`src/rtl/btmx_pkg.sv`:
```
package btmx_pkg;

    localparam int KEY_W = 31;

    localparam logic [1:0] OP_CLEAR  = 2'd0;
    localparam logic [1:0] OP_INSERT = 2'd1;
    localparam logic [1:0] OP_QUERY  = 2'd2;
    localparam logic [1:0] OP_NOP    = 2'd3;

    typedef struct packed {
        logic idle;
        logic accept;
        logic walk;
        logic check;
        logic link_wr;
        logic build_wr;
        logic finish;
    } cmd_t;

    typedef struct packed {
        logic in_valid;
        logic in_walk;
        logic brk;
        logic last;
        logic fail;
        logic out_free;
    } status_t;

endpackage

```
`src/rtl/btmx_ctrl.sv`:
```
module btmx_ctrl (
    input  logic             clk,
    input  logic             rst_n,
    input  btmx_pkg::status_t st,
    output btmx_pkg::cmd_t    cmd
);
    import btmx_pkg::*;

    typedef enum logic [5:0] {
        S_IDLE   = 6'b000001,
        S_WALK   = 6'b000010,
        S_CHECK  = 6'b000100,
        S_LINK   = 6'b001000,
        S_BUILD  = 6'b010000,
        S_FINISH = 6'b100000
    } state_t;

    state_t state_reg;
    state_t state_next;

    always_comb
    begin
        state_next = state_reg;
        unique case (state_reg)
            S_IDLE:
            begin
                if (st.in_valid)
                begin
                    state_next = st.in_walk ? S_WALK : S_FINISH;
                end
            end
            S_WALK:
            begin
                if (st.brk)
                begin
                    state_next = S_CHECK;
                end
                else if (st.last)
                begin
                    state_next = S_FINISH;
                end
            end
            S_CHECK:
            begin
                state_next = st.fail ? S_FINISH : S_LINK;
            end
            S_LINK:
            begin
                state_next = S_BUILD;
            end
            S_BUILD:
            begin
                if (st.last)
                begin
                    state_next = S_FINISH;
                end
            end
            S_FINISH:
            begin
                if (st.out_free)
                begin
                    state_next = S_IDLE;
                end
            end
            default:
            begin
                state_next = S_IDLE;
            end
        endcase
    end

    always_ff @(posedge clk or negedge rst_n)
    begin
        if (!rst_n)
        begin
            state_reg <= S_IDLE;
        end
        else
        begin
            state_reg <= state_next;
        end
    end

    always_comb
    begin
        cmd.idle     = (state_reg == S_IDLE);
        cmd.accept   = (state_reg == S_IDLE) && st.in_valid;
        cmd.walk     = (state_reg == S_WALK);
        cmd.check    = (state_reg == S_CHECK);
        cmd.link_wr  = (state_reg == S_LINK);
        cmd.build_wr = (state_reg == S_BUILD);
        cmd.finish   = (state_reg == S_FINISH) && st.out_free;
    end
endmodule

```
`config.mk`:
```
export PLATFORM = sky130hd
export DESIGN_NAME = btmx_ctrl
export DESIGN_NICKNAME = d
export VERILOG_FILES = /design/src/rtl/btmx_pkg.sv /design/src/rtl/btmx_ctrl.sv
export SDC_FILE = /design/constraint.sdc
export NUM_CORES = 1
export LEC_CHECK = 0
export ABC_AREA = 1
export BUFFER_PORTS_ARGS = -buffer_cell sky130_fd_sc_hd__clkbuf_2
export CORE_AREA = 2 2 39 41
export CTS_CLUSTER_DIAMETER = 50
export DETAILED_ROUTE_END_ITERATION = 7
export DIE_AREA = 0 0 41 43
export GPL_TIMING_DRIVEN = 0
export SLEW_MARGIN = 20
export SYNTH_ARGS = -nofsm -noshare
export SYNTH_HDL_FRONTEND = slang
export SYNTH_SLANG_ARGS = --single-unit
```
`constraint.sdc`:
```
create_clock -name clk -period 2.51 [get_ports clk]
set_input_delay 0.1255 -clock clk [delete_from_list [all_inputs] [get_ports clk]]
set_output_delay 0.1255 -clock clk [all_outputs]
set_load 0.03 [all_outputs]
```
-- Word level (Yosys, flattened, before mapping)
Cells that the tools add are included.
- bits in registers: 6
- input port bits: 8
- output and inout bits: 7
- logic and storage cells: 19
- eq/ne operators: 8
- multiplexer cells: 7
- reductions and logical operators: 3
- operator list (kind ; number):
    two-way mux 6 bit ; 6
    case mux 6 bit (6 select lines) ; 1
    equality test 6 x 1 -> 1 bit, second input constant ; 1
    equality test 6 x 2 -> 1 bit, second input constant ; 1
    equality test 6 x 3 -> 1 bit, second input constant ; 1
    equality test 6 x 4 -> 1 bit, second input constant ; 1
    equality test 6 x 5 -> 1 bit, second input constant ; 1
    equality test 6 bit, second input constant ; 1
    inequality test 2 bit, second input constant ; 2
    logical AND 1 bit ; 2
    AND reduction 2 bit ; 1

-- Logic depth before layout (Yosys ltp)
Gate-level depths: netlist (run 1).
- word-level depth: 3
- depth in mapped cells: 9
- mapped depth without buffers: 9

-- Least setup slack after synthesis (run 1)
No wires, ideal clock.
- path type: register -> register
- start: register state_reg[0]
- end: register state_reg[5]
- data arrival time: 1.221 ns
- setup slack: 1.173 ns
- cell stages (with the launch flop): 10
- buffers on the path: 0
- clock period less this slack: 1.337 ns
- cell sequence: dfstp_2 > inv_1 > nor2_2 > nand3_2 > clkinv_1 > nand2_1 > nand2_1 > inv_1 > nand2_1 > nand2_1
- RTL lines (what ; RTL line ; text):
    from (decl) ; btmx_ctrl.sv:18 ; state_t state_reg;
    from (signal assigned) ; btmx_ctrl.sv:80 ; state_reg <= state_next;

==> results.sh, run 1 <==
export IMPL_endpoint_kind="output pin"
export IMPL_synthAdderAreaFrac_pct=0
export IMPL_switching_share_pct=47.5
export IMPL_synth_largest_area_cell="dfrtp_1"
export IMPL_fin_crit_sh_pct=61.1
export IMPL_synth_area_top_cells="dfrtp_1 (29%), inv_1 (14%), nand2_1 (10%), nor2_1 (9.6%), nand3_1 (8.1%)"
export IMPL_synth_ff_type="dfrtp_1"
export IMPL_synthArstFlopShare_pct=100
export IMPL_fillerInstances=145
export IMPL_synth_top_area_share_pct=29.1
export IMPL_synth_edf_count=0
export IMPL_fp_dieH_um=43
export IMPL_synth_top_family_by_area="simple AND/OR/NAND/NOR gates"
export IMPL_required_ns=2.38
export IMPL_avgSynthCellArea_um2=6.62
export IMPL_cp_top_family="simple AND/OR/NAND/NOR gates"
export IMPL_tightest_slew_ns=0.211
export IMPL_wire_per_inst_um=9.17
export IMPL_worstRegToRegCells=9
export IMPL_combPwrFrac_pct=52.3
export IMPL_vias=438
export IMPL_clkLatencyLatePin_ns=0.26
export IMPL_yosys_cell_count_top_type="inv_1"
export IMPL_reg2reg_slack_ns=1.25
export IMPL_io_buffers=14
export IMPL_remaining_drc_errors=0
export IMPL_root_buffer="clkbuf_4"
export IMPL_path_cells="nor2_2 -> and2_2 -> nand2_1 -> nor2_1 -> clkbuf_2"
export IMPL_hold_class="input pin to flip-flop"
export IMPL_layout_cells_non_filler=100
export IMPL_rows=14
export IMPL_clkSlewWorstSetupHoldPaths_ns=0.06
export IMPL_die_area_mm2=0.00176
export IMPL_cts_tree="built"
export IMPL_grt_max_degree=8
export IMPL_max_freq_mhz=652
export IMPL_core_area_mm2=0.00138
export IMPL_crit_slowest_cell="dfrtp_1"
export IMPL_ir_drop_v=0.000669
export IMPL_intPower_uw=279
export IMPL_detailed_place_hpwl_um=742
export IMPL_crit_type="flip-flop to output pin"
export IMPL_antennaDiodeCount=0
export IMPL_ant_nets=0
export IMPL_setup_tns_ns=0
export IMPL_nets=93
export IMPL_drv_slew=0
export IMPL_synth_seq_cells=6
export IMPL_total_power_uw=531
export IMPL_drv_cap=0
export IMPL_crit_end="cmd[0]"
export IMPL_clk_path_buf_depth=2
export IMPL_setup_viol=0
export IMPL_synthMuxAreaShare_pct=0
export IMPL_antenna_found_initial=0
export IMPL_overflow=0
export IMPL_path_buf_inv=1
export IMPL_synth_area_um2=430
export IMPL_drive_gt1_share_pct=29.8
export IMPL_dp_cells=95
export IMPL_ys_top_cells_by_count="inv_1 (16), nand2_1 (12), nor2_1 (11), nand3_1 (7), dfrtp_1 (5)"
export IMPL_synth_distinct_cells=14
export IMPL_grt_pass1_wl_um=1500
export IMPL_drtIter0Drc=3
export IMPL_synth_cells=65
export IMPL_cts_buffers=3
export IMPL_cts_num_sinks=6
export IMPL_skew_ns=0.0141
export IMPL_power_frac_clock_pct=19.2
export IMPL_wl_um=917
export IMPL_rsz0062_at_grt="no"
export IMPL_arrival_ns=1.41
export IMPL_synth_simple_area_share_pct=47.1
export IMPL_largest_reg_flops=6
export IMPL_grt_pass1_vias=393
export IMPL_slew_headroom_pct=85.9
export IMPL_synth_compound_area_share_pct=2.91
export IMPL_fin_crit_ns=1.53
export IMPL_track_usage_pct=12.7
export IMPL_p_seq_share_pct=28.5
export IMPL_r2r_end="state_reg[5]"
export IMPL_crit_start="state_reg[1]"
export IMPL_htree_levels=1
export IMPL_ioPinCount=15
export IMPL_routed_via_density=4.38
export IMPL_gp_congestion=0.735
export IMPL_crit_path_start_kind="flip-flop"
export IMPL_path_depth=5
export IMPL_synth_xor_area_share_pct=0
export IMPL_ys_warn_count=0
export IMPL_r2r_start="state_reg[0]"
export IMPL_die_width_um=41
export IMPL_power_density_mw_per_mm2=953
export IMPL_switchingPower_uw=252
export IMPL_hold_viol_final=0
export IMPL_initial_core_util_pct=31.1
export IMPL_path_max_fanout=5
export IMPL_cpPeakStageDelay_ns=0.41
export IMPL_area_delta_synth_final_pct=29.4
export IMPL_status="completed"
export IMPL_syn_num_nets=73
export IMPL_leakage_nw=0.356
export IMPL_yosysSeqAreaShare_pct=35.2
export IMPL_firstDrtPassIters=4
area by class of cell:
cell class                 instances  area [um2]  area share, %
sequential                         6         151           27.2
multi-input combinational         42         215           38.7
tap                               16        20.0           3.60
clock buffer                       4        26.3           4.72
timing repair buffer              15        80.1           14.4
inverter                          17        63.8           11.5
power groups by stage:
| stage | logic [mW] | clock network [mW] | registers, mW |
|---|---|---|---|
| after floorplan | 0.219 | 0 | 0.149 |
| after global placement | 0.279 | 0 | 0.152 |
| after detailed placement | 0.278 | 0 | 0.153 |
| after CTS | 0.281 | 0.107 | 0.151 |
| after global routing | 0.320 | 0.114 | 0.155 |
| final | 0.277 | 0.102 | 0.151 |
layer usage:
metal	vias up	GRT usage (%)	part of all wire, %	wire length (um)
met5	-	0	0	0
met4	0	2.00	0	0
met3	0	6.28	8.0	73
met2	14	19.7	45	413
met1	185	15.5	47	430
li1	239	-	-	-
kinds of logic (layout without fill, tap and decap cells):
kind of cell | Yosys count | in the layout
flops | 6 | 6
compound gates | 2 | 2
buf+inv | 17 | 36
simple gates | 40 | 40
what timing repair did:
item / 4_1_cts / 5_1_grt
hold buffers: 1 / 0
resized for setup: 0 / 0
hold endpoints to repair: 6 / 0
setup buffers: 0 / 0
per-stage QoR:
stage	setup slack, ns	utilization (%)	hold slack [ns]	area [um2]
6_report	0.976	40.2	0.0347	557
5_1_grt	0.865	40.2	0.0292	557
4_1_cts	0.961	40.2	0.0261	557
3_5_place_dp	1.23	37.6	-0.0362	520
3_3_place_gp	1.24	37.6	-0.0353	520
2_1_floorplan	1.17	-	-0.170	430
layout by cell type, fill, tap and decap left out, types with 2 or more instances in the layout:
| master | synthesis | final |
|---|---|---|
| inv_1 | 16 | 16 |
| clkbuf_2 | 0 | 14 |
| nand2_1 | 12 | 12 |
| nor2_1 | 11 | 11 |
| nand3_1 | 7 | 7 |
| dfrtp_1 | 5 | 5 |
| nand4_1 | 3 | 3 |
| clkbuf_4 | 0 | 3 |
| nor2_4 | 2 | 2 |
| nor2_2 | 2 | 2 |
| nand3_2 | 2 | 2 |
how the worst min path moves through the flow:
stage / from / cells past startpoint / endpoint
after CTS: st[1] / 2 / state_reg[3]
final: st[1] / 2 / state_reg[3]
after global placement: rst_n / 1 / state_reg[3]
after floorplan: rst_n / 0 / state_reg[1]
after global routing: st[1] / 2 / state_reg[3]
after detailed placement: rst_n / 1 / state_reg[3]
No activity file was read; power rests on OpenSTA's default activity.
==> run 2, diff against run 1 <==
--- a/config.mk
+++ b/config.mk
@@ -5,7 +5,7 @@
 export SDC_FILE = /design/constraint.sdc
 export NUM_CORES = 1
 export LEC_CHECK = 0
-export ABC_AREA = 1
+export ABC_AREA = 0
 export BUFFER_PORTS_ARGS = -buffer_cell sky130_fd_sc_hd__clkbuf_2
 export CORE_AREA = 2 2 39 41
 export CTS_CLUSTER_DIAMETER = 50
==> constraint.sdc (replaced) <==
create_clock -name clk -period 1.27 [get_ports clk]
set_input_delay 0.0635 -clock clk [delete_from_list [all_inputs] [get_ports clk]]
set_output_delay 0.0635 -clock clk [all_outputs]
set_load 0.03 [all_outputs]
==> run 2 against run 1 <==
  * The flow now finishes with violations (negative setup slack)
  * Register-to-register slack got worse by 1.8 ns
  * Hold slack got worse by 0.021 ns
  * Global-route usage rose by 3.2 points
  * Design area rose by 39%
  * Flip-flop and latch count did not move
  * Sequential power rose by 110%
  * Power rose to 3.1 times the previous value
  * Via count fell by 0.46%
  * Non-clock buffer count rose by 10
  * Die area did not move
  * Core utilization rose by 16 points
  * Clock-buffer cell count did not move
  * Critical path type is now flip-flop to flip-flop
  * Highest routed layer is now met4
==> results.sh, run 2 <==
export IMPL_antenna_found_initial=0
export IMPL_drive_gt1_share_pct=68.9
export IMPL_fillerInstances=122
export IMPL_endpoint_kind="flip-flop"
export IMPL_ys_top_cells_by_count="nor2_1 (7), dfrtp_1 (5)"
export IMPL_synth_area_um2=414
export IMPL_yosysSeqAreaShare_pct=36.6
export IMPL_grt_max_degree=9
export IMPL_initial_core_util_pct=29.9
export IMPL_overflow=0
export IMPL_wire_per_inst_um=12.7
export IMPL_vias=436
export IMPL_avgSynthCellArea_um2=9.00
export IMPL_final_util_pct=56.1
export IMPL_area_delta_synth_final_pct=87.3
export IMPL_final_common_cell="clkbuf_2"
export IMPL_remaining_drc_errors=0
export IMPL_crit_type="flip-flop to flip-flop"
export IMPL_synth_area_top_cells="dfrtp_1 (30%), dfstp_2 (6.3%), nor2_1 (6.3%), nand3b_1 (3.6%), nor3b_1 (3.6%)"
export IMPL_ir_drop_v=0.000965
export IMPL_path_max_fanout=2
export IMPL_grt_pass1_vias=456
export IMPL_dp_cells=76
export IMPL_tightest_slew_ns=0.315
export IMPL_synth_seq_cells=6
export IMPL_fp_dieH_um=43
export IMPL_io_buffers=14
export IMPL_total_power_mw=1.63
export IMPL_leakage_nw=0.335
export IMPL_holdWs_ns=0.0137
export IMPL_clk_path_buf_depth=2
export IMPL_synth_edf_count=0
export IMPL_die_area_mm2=0.00176
export IMPL_cts_num_sinks=6
export IMPL_rows=14
export IMPL_hold_viol_final=0
export IMPL_status="finished with violations"
export IMPL_yosys_cell_count_top_type="nor2_1"
export IMPL_place_area_um2=537
export IMPL_synth_ff_type="dfrtp_1"
export IMPL_root_buffer="clkbuf_4"
export IMPL_cts_tree="built"
export IMPL_largest_reg_flops=6
export IMPL_ys_warn_count=0
export IMPL_ant_nets=0
export IMPL_core_area_mm2=0.00138
export IMPL_synth_top_area_share_pct=30.2
export IMPL_rsz0062_at_grt="yes"
export IMPL_setup_viol=12
export IMPL_firstDrtPassIters=2
export IMPL_design_area_um2=776
export IMPL_slew_headroom_pct=78.9
export IMPL_hold_class="input pin to flip-flop"
export IMPL_clkLatencyLatePin_ns=0.24
export IMPL_syn_num_nets=54
export IMPL_arrival_ns=1.99
export IMPL_required_ns=1.42
export IMPL_setup_tns_ns=-4.35
export IMPL_die_width_um=41
export IMPL_fin_crit_ns=1.84
export IMPL_drv_slew=0
export IMPL_grt_pass1_wl_um=1860
export IMPL_synth_cells=46
export IMPL_wl_um=1140
export IMPL_drv_cap=0
export IMPL_htree_levels=1
export IMPL_max_freq_mhz=542
export IMPL_skew_ns=0.00748
export IMPL_failed_checks="negative setup slack"
export IMPL_detailed_place_hpwl_um=707
export IMPL_fin_crit_sh_pct=145
export IMPL_routed_via_density=4.84
export IMPL_power_density_mw_per_mm2=2110
export IMPL_worst_slack_ns=-0.575
export IMPL_nets=83
export IMPL_antennaDiodeCount=0
export IMPL_gp_congestion=0.667
export IMPL_synth_distinct_cells=29
export IMPL_final_cell_mix="clkbuf_2 (7), buf_6 (5), buf_4 (5)"
export IMPL_track_usage_pct=15.9
export IMPL_ioPinCount=15
export IMPL_clkSlewWorstSetupHoldPaths_ns=0.04
export IMPL_synthArstFlopShare_pct=100
export IMPL_crit_path_start_kind="flip-flop"
export IMPL_layout_cells_non_filler=90
export IMPL_place_ws_ns=-0.513
export IMPL_drtIter0Drc=2
export IMPL_cts_buffers=3
export IMPL_synth_largest_area_cell="dfrtp_1"
## run 2: cell types whose count changed after synthesis, sizes merged, moves of 2 or more
cell / delta
inv: -13
nand2: -11
nand3: -9
nor2: -7
nand4: -3
a21oi: +2
nand2b: +2
nand3b: +2
nor3b: +2
o21ai: +2
o22ai: +2
or3: +2
## run 2: repair_timing
action	4_1_cts	5_1_grt
endpoints found under the setup margin	12	13
hold endpoints to repair	7	0
buffers inserted	8	0
hold buffers	2	0
resized for setup	25	14
pin swaps	6	4
## run 2: critical path: stages (launching register included)
cell and delay (ns):
dfrtp_2 0.41, or4_4 0.55, buf_6 0.14, or3_4 0.35, a21oi_2 0.14, a211oi_1 0.07, o22ai_2 0.12
## run 2: final timing paths
path	from	to	slack [ns]	depth (start not counted)
hold reg to reg	state_reg[4]	state_reg[4]	0.61	2
hold / removal	st[5]	state_reg[0]	0.01	2
setup / recovery	state_reg[5]	state_reg[5]	-0.57	6
max in group asynchronous	rst_n	state_reg[0]	0.87	2
setup reg to reg	state_reg[5]	state_reg[5]	-0.57	6
min in group asynchronous	rst_n	state_reg[4]	0.17	2
## run 2: layout make-up
cell class | count | area, um2 | share of cell area (%)
tap | 16 | 20.0 | 2.58
multi-input combinational | 36 | 322 | 41.5
clock buffer | 4 | 26.3 | 3.39
inverter | 3 | 16.3 | 2.10
sequential | 6 | 155 | 20.0
timing repair buffer | 24 | 225 | 29.0
buffer | 1 | 11.3 | 1.45
## run 2: report_power, final
group / switching, mW / internal (mW) / total [mW]
clock network: 0.0642 / 0.119 / 0.183
logic: 0.546 / 0.581 / 1.13
registers: 0.0669 / 0.256 / 0.323
## run 2: logic make-up after synthesis
family | after synthesis | share of synthesized area (%)
AOI/OAI and AO/OA | 11 | 20.2
xor gates and xnor gates | 1 | 2.12
buffers and inverters | 4 | 5.44
DFF | 6 | 36.6
and+or+nand+nor | 24 | 35.7
## run 2: layer usage
metal	part of all wire [%]	GRT usage, %
met1	42	21.1
met2	49	20.0
met3	4.0	2.09
met4	4.8	16.7
met5	0	0
==> run 3, diff against run 2 <==
--- a/config.mk
+++ b/config.mk
@@ -12,6 +12,7 @@
 export DETAILED_ROUTE_END_ITERATION = 7
 export DIE_AREA = 0 0 41 43
 export GPL_TIMING_DRIVEN = 0
+export SETUP_SLACK_MARGIN = 0.1
 export SLEW_MARGIN = 20
 export SYNTH_ARGS = -nofsm -noshare
 export SYNTH_HDL_FRONTEND = slang
==> run 3 against run 2 <==
  * The run still ends with negative setup slack left
  * Die area unchanged
  * Final cell count increased by 4.4%
  * Sequential share of layout area decreased by 1.0 points
  * Critical endpoint is now cmd[5]
  * Largest cell class unchanged
  * Largest power group unchanged
==> results.sh, run 3 (same netlist as run 2, synthesis figures left out) <==
export IMPL_status="finished with violations"
export IMPL_failed_checks="negative setup slack"
export IMPL_vias=459
export IMPL_drv_cap=0
export IMPL_drv_slew=0
export IMPL_clk_path_buf_depth=2
export IMPL_htree_levels=1
export IMPL_wire_per_inst_um=13.1
export IMPL_clkLatencyLatePin_ns=0.24
export IMPL_fin_crit_ns=1.85
export IMPL_drtIter0Drc=0
export IMPL_fp_dieH_um=43
export IMPL_antenna_found_initial=0
export IMPL_required_ns=1.21
export IMPL_hold_depth=2
export IMPL_skew_ns=0.00477
export IMPL_fin_crit_sh_pct=146
export IMPL_endpoint_kind="output pin"
export IMPL_rows=14
export IMPL_root_buffer="clkbuf_4"
export IMPL_setup_viol=13
export IMPL_ioPinCount=15
export IMPL_final_common_cell="buf_4"
export IMPL_grt_max_degree=8
export IMPL_wl_um=1230
export IMPL_power_density_mw_per_mm2=2060
export IMPL_remaining_drc_errors=0
export IMPL_initial_core_util_pct=29.9
export IMPL_hold_viol_final=0
export IMPL_die_width_um=41
export IMPL_cts_num_sinks=6
export IMPL_die_area_mm2=0.00176
export IMPL_slew_headroom_pct=76.1
export IMPL_worstRegToRegCells=7
export IMPL_crit_type="flip-flop to output pin"
export IMPL_drive_gt1_share_pct=74.4
export IMPL_fillerInstances=131
export IMPL_clkSlewWorstSetupHoldPaths_ns=0.05
export IMPL_grt_pass1_wl_um=1840
export IMPL_nets=87
export IMPL_max_freq_mhz=540
export IMPL_track_usage_pct=15.4
export IMPL_met3_length_um=24
export IMPL_tightest_slew_ns=0.349
export IMPL_antennaDiodeCount=0
export IMPL_final_util_pct=59.1
export IMPL_cts_buffers=3
export IMPL_dr_wl_met2_um=724
export IMPL_arrival_ns=1.79
export IMPL_ir_drop_v=0.000814
export IMPL_leakage_nw=0.361
export IMPL_firstDrtPassIters=1
export IMPL_core_area_mm2=0.00138
export IMPL_rsz0062_at_grt="yes"
export IMPL_area_delta_synth_final_pct=97.6
export IMPL_wl_met1_um=480
export IMPL_cts_tree="built"
export IMPL_gp_congestion=0.719
export IMPL_grt_pass1_vias=453
export IMPL_worst_slack_ns=-0.582
export IMPL_path_max_fanout=4
export IMPL_routed_via_density=4.88
export IMPL_final_cell_mix="buf_4 (10), clkbuf_2 (7), buf_6 (5)"
export IMPL_largest_reg_flops=6
export IMPL_hold_class="input pin to flip-flop"
export IMPL_holdWs_ns=0.0218
export IMPL_detailed_place_hpwl_um=754
export IMPL_io_buffers=14
export IMPL_overflow=0
export IMPL_ant_nets=0
export IMPL_crit_path_start_kind="flip-flop"
export IMPL_top_layer="met3"
[run 3: worst max-delay path, stage by stage, from the launching register on]
cell      delay, ns
dfrtp_1        0.37
buf_6          0.12
or4_4          0.48
or2_4          0.28
clkinv_4       0.06
and2_4         0.13
buf_8          0.11
[run 3: cell type report]
cell class / count / area [um2] / share of cell area [%]
buffer: 1 / 11.3 / 1.38
clock buffer: 4 / 26.3 / 3.21
inverter: 3 / 16.3 / 1.99
multi-input combinational: 36 / 337 / 41.1
sequential: 6 / 155 / 19.0
tap: 16 / 20.0 / 2.45
timing repair buffer: 28 / 253 / 30.9
[run 3: what timing repair did]
item                       CTS  global route
gates resized for setup     27            14
setup endpoints to repair   13            13
hold buffers                 1             0
hold endpoints to repair     6             0
pin swaps                    8             4
setup buffers               11             2
[run 3: path summary, 6_finish.rpt]
path                                    from           end  slack (ns)
min in group asynchronous              rst_n  state_reg[3]        0.17
worst max register to register  state_reg[4]  state_reg[1]       -0.57
max in group asynchronous              rst_n  state_reg[0]        0.87
worst min register to register  state_reg[1]  state_reg[1]        0.61
worst max-delay path            state_reg[4]        cmd[5]       -0.58
worst min-delay path                   st[5]  state_reg[0]        0.02
[run 3: metrics by stage]
stage | area [um2] | setup WS (ns) | total power [mW] | std cells | TNS [ns]
after CTS | 768 | -0.612 | 1.50 | 92 | -4.55
after global placement | 537 | -0.518 | 1.04 | 76 | -2.94
after floorplan | 447 | -0.423 | 0.900 | 46 | -2.79
final | 818 | -0.582 | 1.69 | 94 | -4.45
after global routing | 818 | -0.637 | 1.79 | 94 | -5.25
after detailed placement | 537 | -0.511 | 1.05 | 76 | -2.95
[run 3: metal layers]
layer  global-route usage, %  up-vias
li1                        -      228
met1                    17.2      225
met2                    27.5        6
met3                    1.57        0
met4                    6.00        0
met5                       0        -
[run 3: power by group]
| part | internal (mW) | leakage (nW) | switching [mW] | total, mW |
|---|---|---|---|---|
| registers | 0.259 | 0.0748 | 0.0707 | 0.330 |
| clock network | 0.119 | 0.0150 | 0.0618 | 0.180 |
| logic | 0.612 | 0.272 | 0.565 | 1.18 |
